`src/rtl/core/sha_pkg.sv`:
```
// Package for the SHA-256 stream hasher: widths, state codes, round constants,
// initial hash values and a rotate function. Depends on nothing.
package sha_pkg;

    localparam int LengthCountBits = 61;

    typedef enum logic [2:0] {
        ST_IDLE,
        ST_ROUND,
        ST_ADD,
        ST_PAD,
        ST_OUT
    } state_t;

    // Reason a compression was started; tells the sequencer where to go next.
    typedef enum logic [1:0] {
        CMP_DATA,
        CMP_PAD_FIRST,
        CMP_PAD_LAST,
        CMP_SECOND
    } cmp_kind_t;

    typedef struct packed {
        logic start;
        logic step;
    } rnd_ctrl_t;

    localparam logic [31:0] PadByte = 32'h0000_0080;

    function automatic logic [31:0] round_k(input logic [5:0] idx);
        logic [31:0] k;
        begin
            unique case (idx)
                6'd0: k = 32'h428a2f98;  6'd1: k = 32'h71374491;
                6'd2: k = 32'hb5c0fbcf;  6'd3: k = 32'he9b5dba5;
                6'd4: k = 32'h3956c25b;  6'd5: k = 32'h59f111f1;
                6'd6: k = 32'h923f82a4;  6'd7: k = 32'hab1c5ed5;
                6'd8: k = 32'hd807aa98;  6'd9: k = 32'h12835b01;
                6'd10: k = 32'h243185be; 6'd11: k = 32'h550c7dc3;
                6'd12: k = 32'h72be5d74; 6'd13: k = 32'h80deb1fe;
                6'd14: k = 32'h9bdc06a7; 6'd15: k = 32'hc19bf174;
                6'd16: k = 32'he49b69c1; 6'd17: k = 32'hefbe4786;
                6'd18: k = 32'h0fc19dc6; 6'd19: k = 32'h240ca1cc;
                6'd20: k = 32'h2de92c6f; 6'd21: k = 32'h4a7484aa;
                6'd22: k = 32'h5cb0a9dc; 6'd23: k = 32'h76f988da;
                6'd24: k = 32'h983e5152; 6'd25: k = 32'ha831c66d;
                6'd26: k = 32'hb00327c8; 6'd27: k = 32'hbf597fc7;
                6'd28: k = 32'hc6e00bf3; 6'd29: k = 32'hd5a79147;
                6'd30: k = 32'h06ca6351; 6'd31: k = 32'h14292967;
                6'd32: k = 32'h27b70a85; 6'd33: k = 32'h2e1b2138;
                6'd34: k = 32'h4d2c6dfc; 6'd35: k = 32'h53380d13;
                6'd36: k = 32'h650a7354; 6'd37: k = 32'h766a0abb;
                6'd38: k = 32'h81c2c92e; 6'd39: k = 32'h92722c85;
                6'd40: k = 32'ha2bfe8a1; 6'd41: k = 32'ha81a664b;
                6'd42: k = 32'hc24b8b70; 6'd43: k = 32'hc76c51a3;
                6'd44: k = 32'hd192e819; 6'd45: k = 32'hd6990624;
                6'd46: k = 32'hf40e3585; 6'd47: k = 32'h106aa070;
                6'd48: k = 32'h19a4c116; 6'd49: k = 32'h1e376c08;
                6'd50: k = 32'h2748774c; 6'd51: k = 32'h34b0bcb5;
                6'd52: k = 32'h391c0cb3; 6'd53: k = 32'h4ed8aa4a;
                6'd54: k = 32'h5b9cca4f; 6'd55: k = 32'h682e6ff3;
                6'd56: k = 32'h748f82ee; 6'd57: k = 32'h78a5636f;
                6'd58: k = 32'h84c87814; 6'd59: k = 32'h8cc70208;
                6'd60: k = 32'h90befffa; 6'd61: k = 32'ha4506ceb;
                6'd62: k = 32'hbef9a3f7; default: k = 32'hc67178f2;
            endcase
            return k;
        end
    endfunction

    function automatic logic [31:0] init_h(input logic [2:0] idx);
        logic [31:0] h;
        begin
            unique case (idx)
                3'd0: h = 32'h6a09e667;
                3'd1: h = 32'hbb67ae85;
                3'd2: h = 32'h3c6ef372;
                3'd3: h = 32'ha54ff53a;
                3'd4: h = 32'h510e527f;
                3'd5: h = 32'h9b05688c;
                3'd6: h = 32'h1f83d9ab;
                default: h = 32'h5be0cd19;
            endcase
            return h;
        end
    endfunction

    function automatic logic [31:0] ror32(input logic [31:0] x, input int n);
        return (x >> n) | (x << (32 - n));
    endfunction

endpackage

```
`src/rtl/core/sha_round.sv`:
```
// Shared SHA-256 round unit: working variables plus a 16-word rolling
// message schedule, one round per step. Depends on sha_pkg.
module sha_round (
    input  logic               clk,
    input  logic               rst_n,
    input  sha_pkg::rnd_ctrl_t ctrl,
    input  logic [5:0]         round_idx,
    input  logic [31:0]        blk_in [16],
    input  logic [31:0]        chain_in [8],
    output logic [31:0]        vars_out [8]
);

    logic [31:0] v_reg [8];
    logic [31:0] v_next [8];
    logic [31:0] w_reg [16];
    logic [31:0] w_next [16];
    logic [31:0] s0, s1, w_new, t1, t2, e, a, wi;

    always_comb
    begin
        s0 = sha_pkg::ror32(w_reg[1], 7) ^ sha_pkg::ror32(w_reg[1], 18) ^ (w_reg[1] >> 3);
        s1 = sha_pkg::ror32(w_reg[14], 17) ^ sha_pkg::ror32(w_reg[14], 19)
           ^ (w_reg[14] >> 10);
        w_new = s1 + w_reg[9] + s0 + w_reg[0];
        wi = w_reg[0];
        e = v_reg[4];
        a = v_reg[0];
        t1 = v_reg[7] + (sha_pkg::ror32(e, 6) ^ sha_pkg::ror32(e, 11) ^ sha_pkg::ror32(e, 25))
           + ((e & v_reg[5]) ^ (~e & v_reg[6])) + sha_pkg::round_k(round_idx) + wi;
        t2 = (sha_pkg::ror32(a, 2) ^ sha_pkg::ror32(a, 13) ^ sha_pkg::ror32(a, 22))
           + ((a & v_reg[1]) ^ (a & v_reg[2]) ^ (v_reg[1] & v_reg[2]));
        v_next = v_reg;
        w_next = w_reg;
        if (ctrl.start)
        begin
            v_next = chain_in;
            w_next = blk_in;
        end
        else if (ctrl.step)
        begin
            v_next[7] = v_reg[6];
            v_next[6] = v_reg[5];
            v_next[5] = v_reg[4];
            v_next[4] = v_reg[3] + t1;
            v_next[3] = v_reg[2];
            v_next[2] = v_reg[1];
            v_next[1] = v_reg[0];
            v_next[0] = t1 + t2;
            for (int i = 0; i < 15; i++)
            begin
                w_next[i] = w_reg[i + 1];
            end
            w_next[15] = w_new;
        end
    end

    always_ff @(posedge clk or negedge rst_n)
    begin
        if (!rst_n)
        begin
            for (int i = 0; i < 8; i++)
            begin
                v_reg[i] <= '0;
            end
        end
        else
        begin
            v_reg <= v_next;
        end
    end

    always_ff @(posedge clk)
    begin
        w_reg <= w_next;
    end

    assign vars_out = v_reg;

endmodule

```
`config.mk`:
```
export PLATFORM = sky130hd
export DESIGN_NAME = sha_round
export DESIGN_NICKNAME = d
export VERILOG_FILES = /design/src/rtl/core/sha_pkg.sv /design/src/rtl/core/sha_round.sv
export SDC_FILE = /design/constraint.sdc
export NUM_CORES = 2
export LEC_CHECK = 0
export ABC_AREA = 1
export BUFFER_PORTS_ARGS = -buffer_cell sky130_fd_sc_hd__buf_4
export CORE_AREA = 5 5 400 402
export CTS_BUF_LIST = sky130_fd_sc_hd__clkbuf_4 sky130_fd_sc_hd__clkbuf_8
export CTS_CLUSTER_SIZE = 28
export DETAILED_ROUTE_END_ITERATION = 8
export DIE_AREA = 0 0 405 407
export SETUP_SLACK_MARGIN = 0.3
export SLEW_MARGIN = 20
export SYNTH_ARGS = -nofsm -noshare
export SYNTH_HDL_FRONTEND = slang
export SYNTH_SLANG_ARGS = --single-unit
```
`constraint.sdc`:
```
create_clock -name clk -period 12.52 [get_ports clk]
set_input_delay 1.252 -clock clk [delete_from_list [all_inputs] [get_ports clk]]
set_output_delay 1.252 -clock clk [all_outputs]
set_load 0.05 [all_outputs]
```
After elaboration in Yosys (flattened, before gate mapping)
Memory sizes are Yosys's and may differ from the RTL's.
Cells that the tools add are included.

storage, ports and cells
  memory bits (read-only) = 2048
  register bits after elaboration = 768
  memories = 1
  output and inout bits = 256

operators by class
  multiplexer cells = 4
  $add $sub $neg = 10
  reductions and logical operators = 1
  bitwise gates (word level) = 27

memories
  name             depth  width  read ports  clocked after memory_dff  write ports  line           RTL
  (no name shown)  64     32     1           0                         0            sha_pkg.sv:33  unique case (idx)

operators with widths
  operator               count
  2-to-1 mux 512 bit     2
  2-to-1 mux 256 bit     2
  adder 32 bit           10
  XOR 32 bit             9
  AND 32 bit             5
  NOT 32 bit             1
  OR 10 x 32 -> 32 bit   1
  OR 13 x 32 -> 32 bit   1
  OR 14 x 32 -> 32 bit   1
  OR 15 x 32 -> 32 bit   1
  OR 19 x 32 -> 32 bit   1
  OR 21 x 32 -> 32 bit   1
  OR 25 x 32 -> 32 bit   1
  OR 26 x 32 -> 32 bit   1
  OR 30 x 32 -> 32 bit   1
  OR 7 x 32 -> 32 bit    1
  XOR 32 x 22 -> 32 bit  1
  XOR 32 x 29 -> 32 bit  1
  nonzero test 2 bit     1

Depth between registers and ports, before layout
  depth in word-level cells = 10
  gate-level depth with buffers = 44
  mapped depth without buffers = 43

Worst setup path before layout
No wires, ideal clock.

  kind = in2reg
  from = in ctrl[1] (netlist bit)
  to = reg w_reg[0] (netlist bit), enable pin
  stages on the path = 5
  data required time = 11.866 ns
  setup slack = 4.093 ns
  path buffers = 3
  arrival = 7.773 ns
  setup time = 0.654 ns
  cell sequence = clkbuf_1 > nor2_1 > clkinv_1 > clkbuf_1 > buf_2

between the ends
  cells in the longest elaborated chain, start to end = 1

ends and longest elaborated chain
  item                          line             RTL
  from (decl)                   sha_round.sv:6   input sha_pkg::rnd_ctrl_t ctrl,
  nonzero test 2 bit (no line)  --
  to (signal assigned)          sha_round.sv:74  w_reg <= w_next;
  to (decl)                     sha_round.sv:15  logic [31:0] w_reg [16];

Every way passes these cells.
A chain may end at the register's enable or synchronous reset.

Worst setup path after layout
  from = in round_idx[3]
  to = reg v_reg, in the netlist a[31]

between the ends
  cells in the longest elaborated chain, start to end = 6

ends and longest elaborated chain
  item                       line             RTL
  from (decl)                sha_round.sv:7   input logic [5:0] round_idx,
  memory (64 x 32 bit)       --
  adder 32 bit (2 in a row)  sha_round.sv:29  + ((e & v_reg[5]) ^ (~e & v_reg[6])) + sha_pkg::round_k(round_idx) + wi;
  adder 32 bit               sha_round.sv:48  v_next[0] = t1 + t2;
  2-to-1 mux 256 bit         sha_round.sv:39  else if (ctrl.step)
  2-to-1 mux 256 bit         sha_round.sv:34  if (ctrl.start)
  to (signal assigned)       sha_round.sv:68  v_reg <= v_next;
  to (decl)                  sha_round.sv:13  logic [31:0] v_reg [8];

Every way passes these cells. The select of a mux whose other input is x is not followed.

==> flow_metrics.env <==
export IMPL_ys_ff_latch=768
export IMPL_synth_edf_count=512
export IMPL_status="finished clean"
export IMPL_io_buffers=1033
export IMPL_grt_max_degree=225
export IMPL_grt_pass1_wl_um=358000
export IMPL_synthArstFlopShare=0.333
export IMPL_ctsHoldBuffers=0
export IMPL_ctsResizeCount=0
export IMPL_synth_top_area_share=0.308
export IMPL_dp_hpwl_um=213000
export IMPL_cts_num_sinks=768
export IMPL_cts_buffers=144
export IMPL_rsz0062_at_grt="false"
export IMPL_cts_tree="built"
export IMPL_fillerInstances=16081
export IMPL_required_ns=13.31
export IMPL_yosysSeqAreaShare=0.436
export IMPL_synth_ff_type="edfxtp_1"
export IMPL_drtIter0Drc=4727
export IMPL_setup_viol=0
export IMPL_cp_num_buf_inv=4
export IMPL_grt_pass1_vias=46873
export IMPL_placementRows=145
export IMPL_clk_pin_slew_ns=0.06
export IMPL_stdcell_count=9104
export IMPL_placed_cells=8836
export IMPL_grt_use_total=0.308
export IMPL_clock_skew_ns=0.0647
export IMPL_clk_latency_ns=0.94
export IMPL_crit_path_end_kind="flip-flop"
export IMPL_worst_path_largest_cell_delay_ns=0.61
export IMPL_slew_viol_final=0
export IMPL_synthCells=5977
export IMPL_path_max_fanout=65
export IMPL_crit_family="compound AO/OA/AOI/OAI gates"
export IMPL_slew_headroom=0.171
export IMPL_yosysTopAreaCell="edfxtp_1"
export IMPL_synth_area_leaders="edfxtp_1 (31%), nand2_1 (17%), dfrtp_1 (13%)"
export IMPL_hold_viol=0
export IMPL_tightest_slew_ns=1.24
export IMPL_nets=8027
export IMPL_synth_cell_type_count=64
export IMPL_finalCritPeriodShare=0.661
export IMPL_synth_nets=7080
export IMPL_wl_per_cell_um=28.9
export IMPL_drv_cap=0
export IMPL_drtPass1Iterations=6
export IMPL_via_count=47215
export IMPL_hold_slack_ns=0.278
export IMPL_cts_root_buf="clkbuf_8"
export IMPL_area_growth_pct=25.5
export IMPL_drt_total_wl_um=263000
export IMPL_critical_path_class="in2reg"
export IMPL_die_y_um=407
export IMPL_syn_area_mm2=0.0499
export IMPL_drive_gt1_frac=0.196
export IMPL_dieArea_mm2=0.165
export IMPL_drtAntennaViolNets=0
export IMPL_cp_data_arrival_time_ns=9.06
export IMPL_cts_setup_buffers=0
export IMPL_cts_buffer_depth=3
export IMPL_start_util=0.321
export IMPL_ios=1034
export IMPL_crit_path_frequent_cell="nand2_1"
export IMPL_worstHoldPathType="in2async"
export IMPL_grt_ovfl_total=0
export IMPL_avgSynthCellArea_um2=8.35
export IMPL_layout_min_cycle_time_ns=8.27
export IMPL_critPathSlowestCell="fa_1"
export IMPL_h_tree_depth=4
export IMPL_vias_per_cell=5.19
export IMPL_core_mm2=0.156
export IMPL_cp_start_kind="input pin"
export IMPL_gp_congestion=1.01
export IMPL_tns_ns=0
export IMPL_largest_reg_flops=480
export IMPL_max_freq_mhz=121
export IMPL_antenna_found_initial=29
export IMPL_dieWidth_um=405
export IMPL_synth_warning_count=0
export IMPL_drc=0
stage by stage:
stage / setup WS [ns] / util / instance area, um^2
6_report: 4.25 / 0.403 / 62700
5_1_grt: 3.78 / 0.403 / 62700
2_1_floorplan: 4.09 / - / 49900
3_3_place_gp: 3.35 / 0.383 / 59500
3_5_place_dp: 3.38 / 0.383 / 59500
4_1_cts: 4.41 / 0.402 / 62600
worst reg2reg max path: stages, from the launching register on:
cell      delay (ns)
dfrtp_1         0.62
o21ai_0         0.84
fa_1            0.54
inv_1           0.09
fa_1            0.43
fa_1            0.39
ha_1            0.37
a21oi_1         0.16
nand2_1         0.13
nand2_1         0.11
nand2_2         0.11
a21oi_2         0.24
o21ai_2         0.10
a21boi_2        0.24
o21ai_0         0.16
nand2_1         0.09
nand2_1         0.13
fa_1            0.51
inv_1           0.06
ha_1            0.44
a21o_1          0.25
o21bai_1        0.17
a21oi_1         0.28
o21ai_0         0.14
a21oi_1         0.33
nand3_1         0.13
nand3_1         0.12
nand2_1         0.06
layout by cell type (no fill, tap or decap), types with 17 or more instances in the layout:
cell type,n
a21oi_1,183
a22oi_1,39
a31oi_1,20
buf_4,1078
clkbuf_4,41
clkbuf_8,156
clkinv_1,25
dfrtp_1,256
edfxtp_1,512
fa_1,187
ha_1,138
inv_1,668
nand2_1,2313
nand3_1,154
nand4_1,17
nor2_1,195
nor3_1,31
o211ai_1,104
o21ai_0,257
o21bai_1,17
o221ai_1,121
xnor2_1,143
xor2_1,158
layout make-up:
class	count	area (um^2)	area share
Antenna cell	13	32.5	0.000519
Clock buffer	197	2450	0.0392
Clock inverter	58	637	0.0102
Inverter	677	2560	0.0408
Multi-Input combinational cell	4251	24500	0.390
Sequential cell	768	21800	0.348
Tap cell	2058	2570	0.0411
Timing Repair Buffer	1082	8160	0.130
worst paths after layout:
check,end,cells past startpoint,from,slack [ns]
worst max-delay path,a[31],31,round_idx[3],4.25
worst min-delay path,vars_out[218],1,rst_n,0.28
worst max register to register,a[31],27,e[2],5.15
worst min register to register,w_reg[393],2,w_reg[361],0.50
max in group asynchronous,vars_out[31],3,rst_n,9.90
min in group clk,w_reg[393],2,w_reg[361],0.50
kinds of logic after synthesis:
family / count (synthesis) / share of synthesized area
compound gates: 858 / 0.110
buf+inv: 958 / 0.0738
simple gates: 2766 / 0.217
flops: 768 / 0.436
xor+xnor: 302 / 0.0531
fa+ha+maj: 325 / 0.110
per-layer routing:
metal,wire [um],global-route usage,up-vias
met2,129000,0.531,2118
li1,-,-,21389
met3,18300,0.0623,454
met1,103000,0.374,23240
met5,96,0,-
met4,12500,0.130,14
Yosys cell counts (28+ instances only):
master,instances
o21ai_0,257
o211ai_1,104
nor3_1,31
clkbuf_1,193
xnor2_1,143
a22oi_1,39
buf_1,28
dfrtp_1,256
nor2_1,196
a21oi_1,183
xor2_1,158
fa_1,187
nand3_1,154
o221ai_1,121
inv_1,670
nand2_1,2314
buf_2,56
ha_1,138
edfxtp_1,512
Power is not shown: default switching activity piles up to over one toggle a cycle in this logic, so the estimate is an artifact.
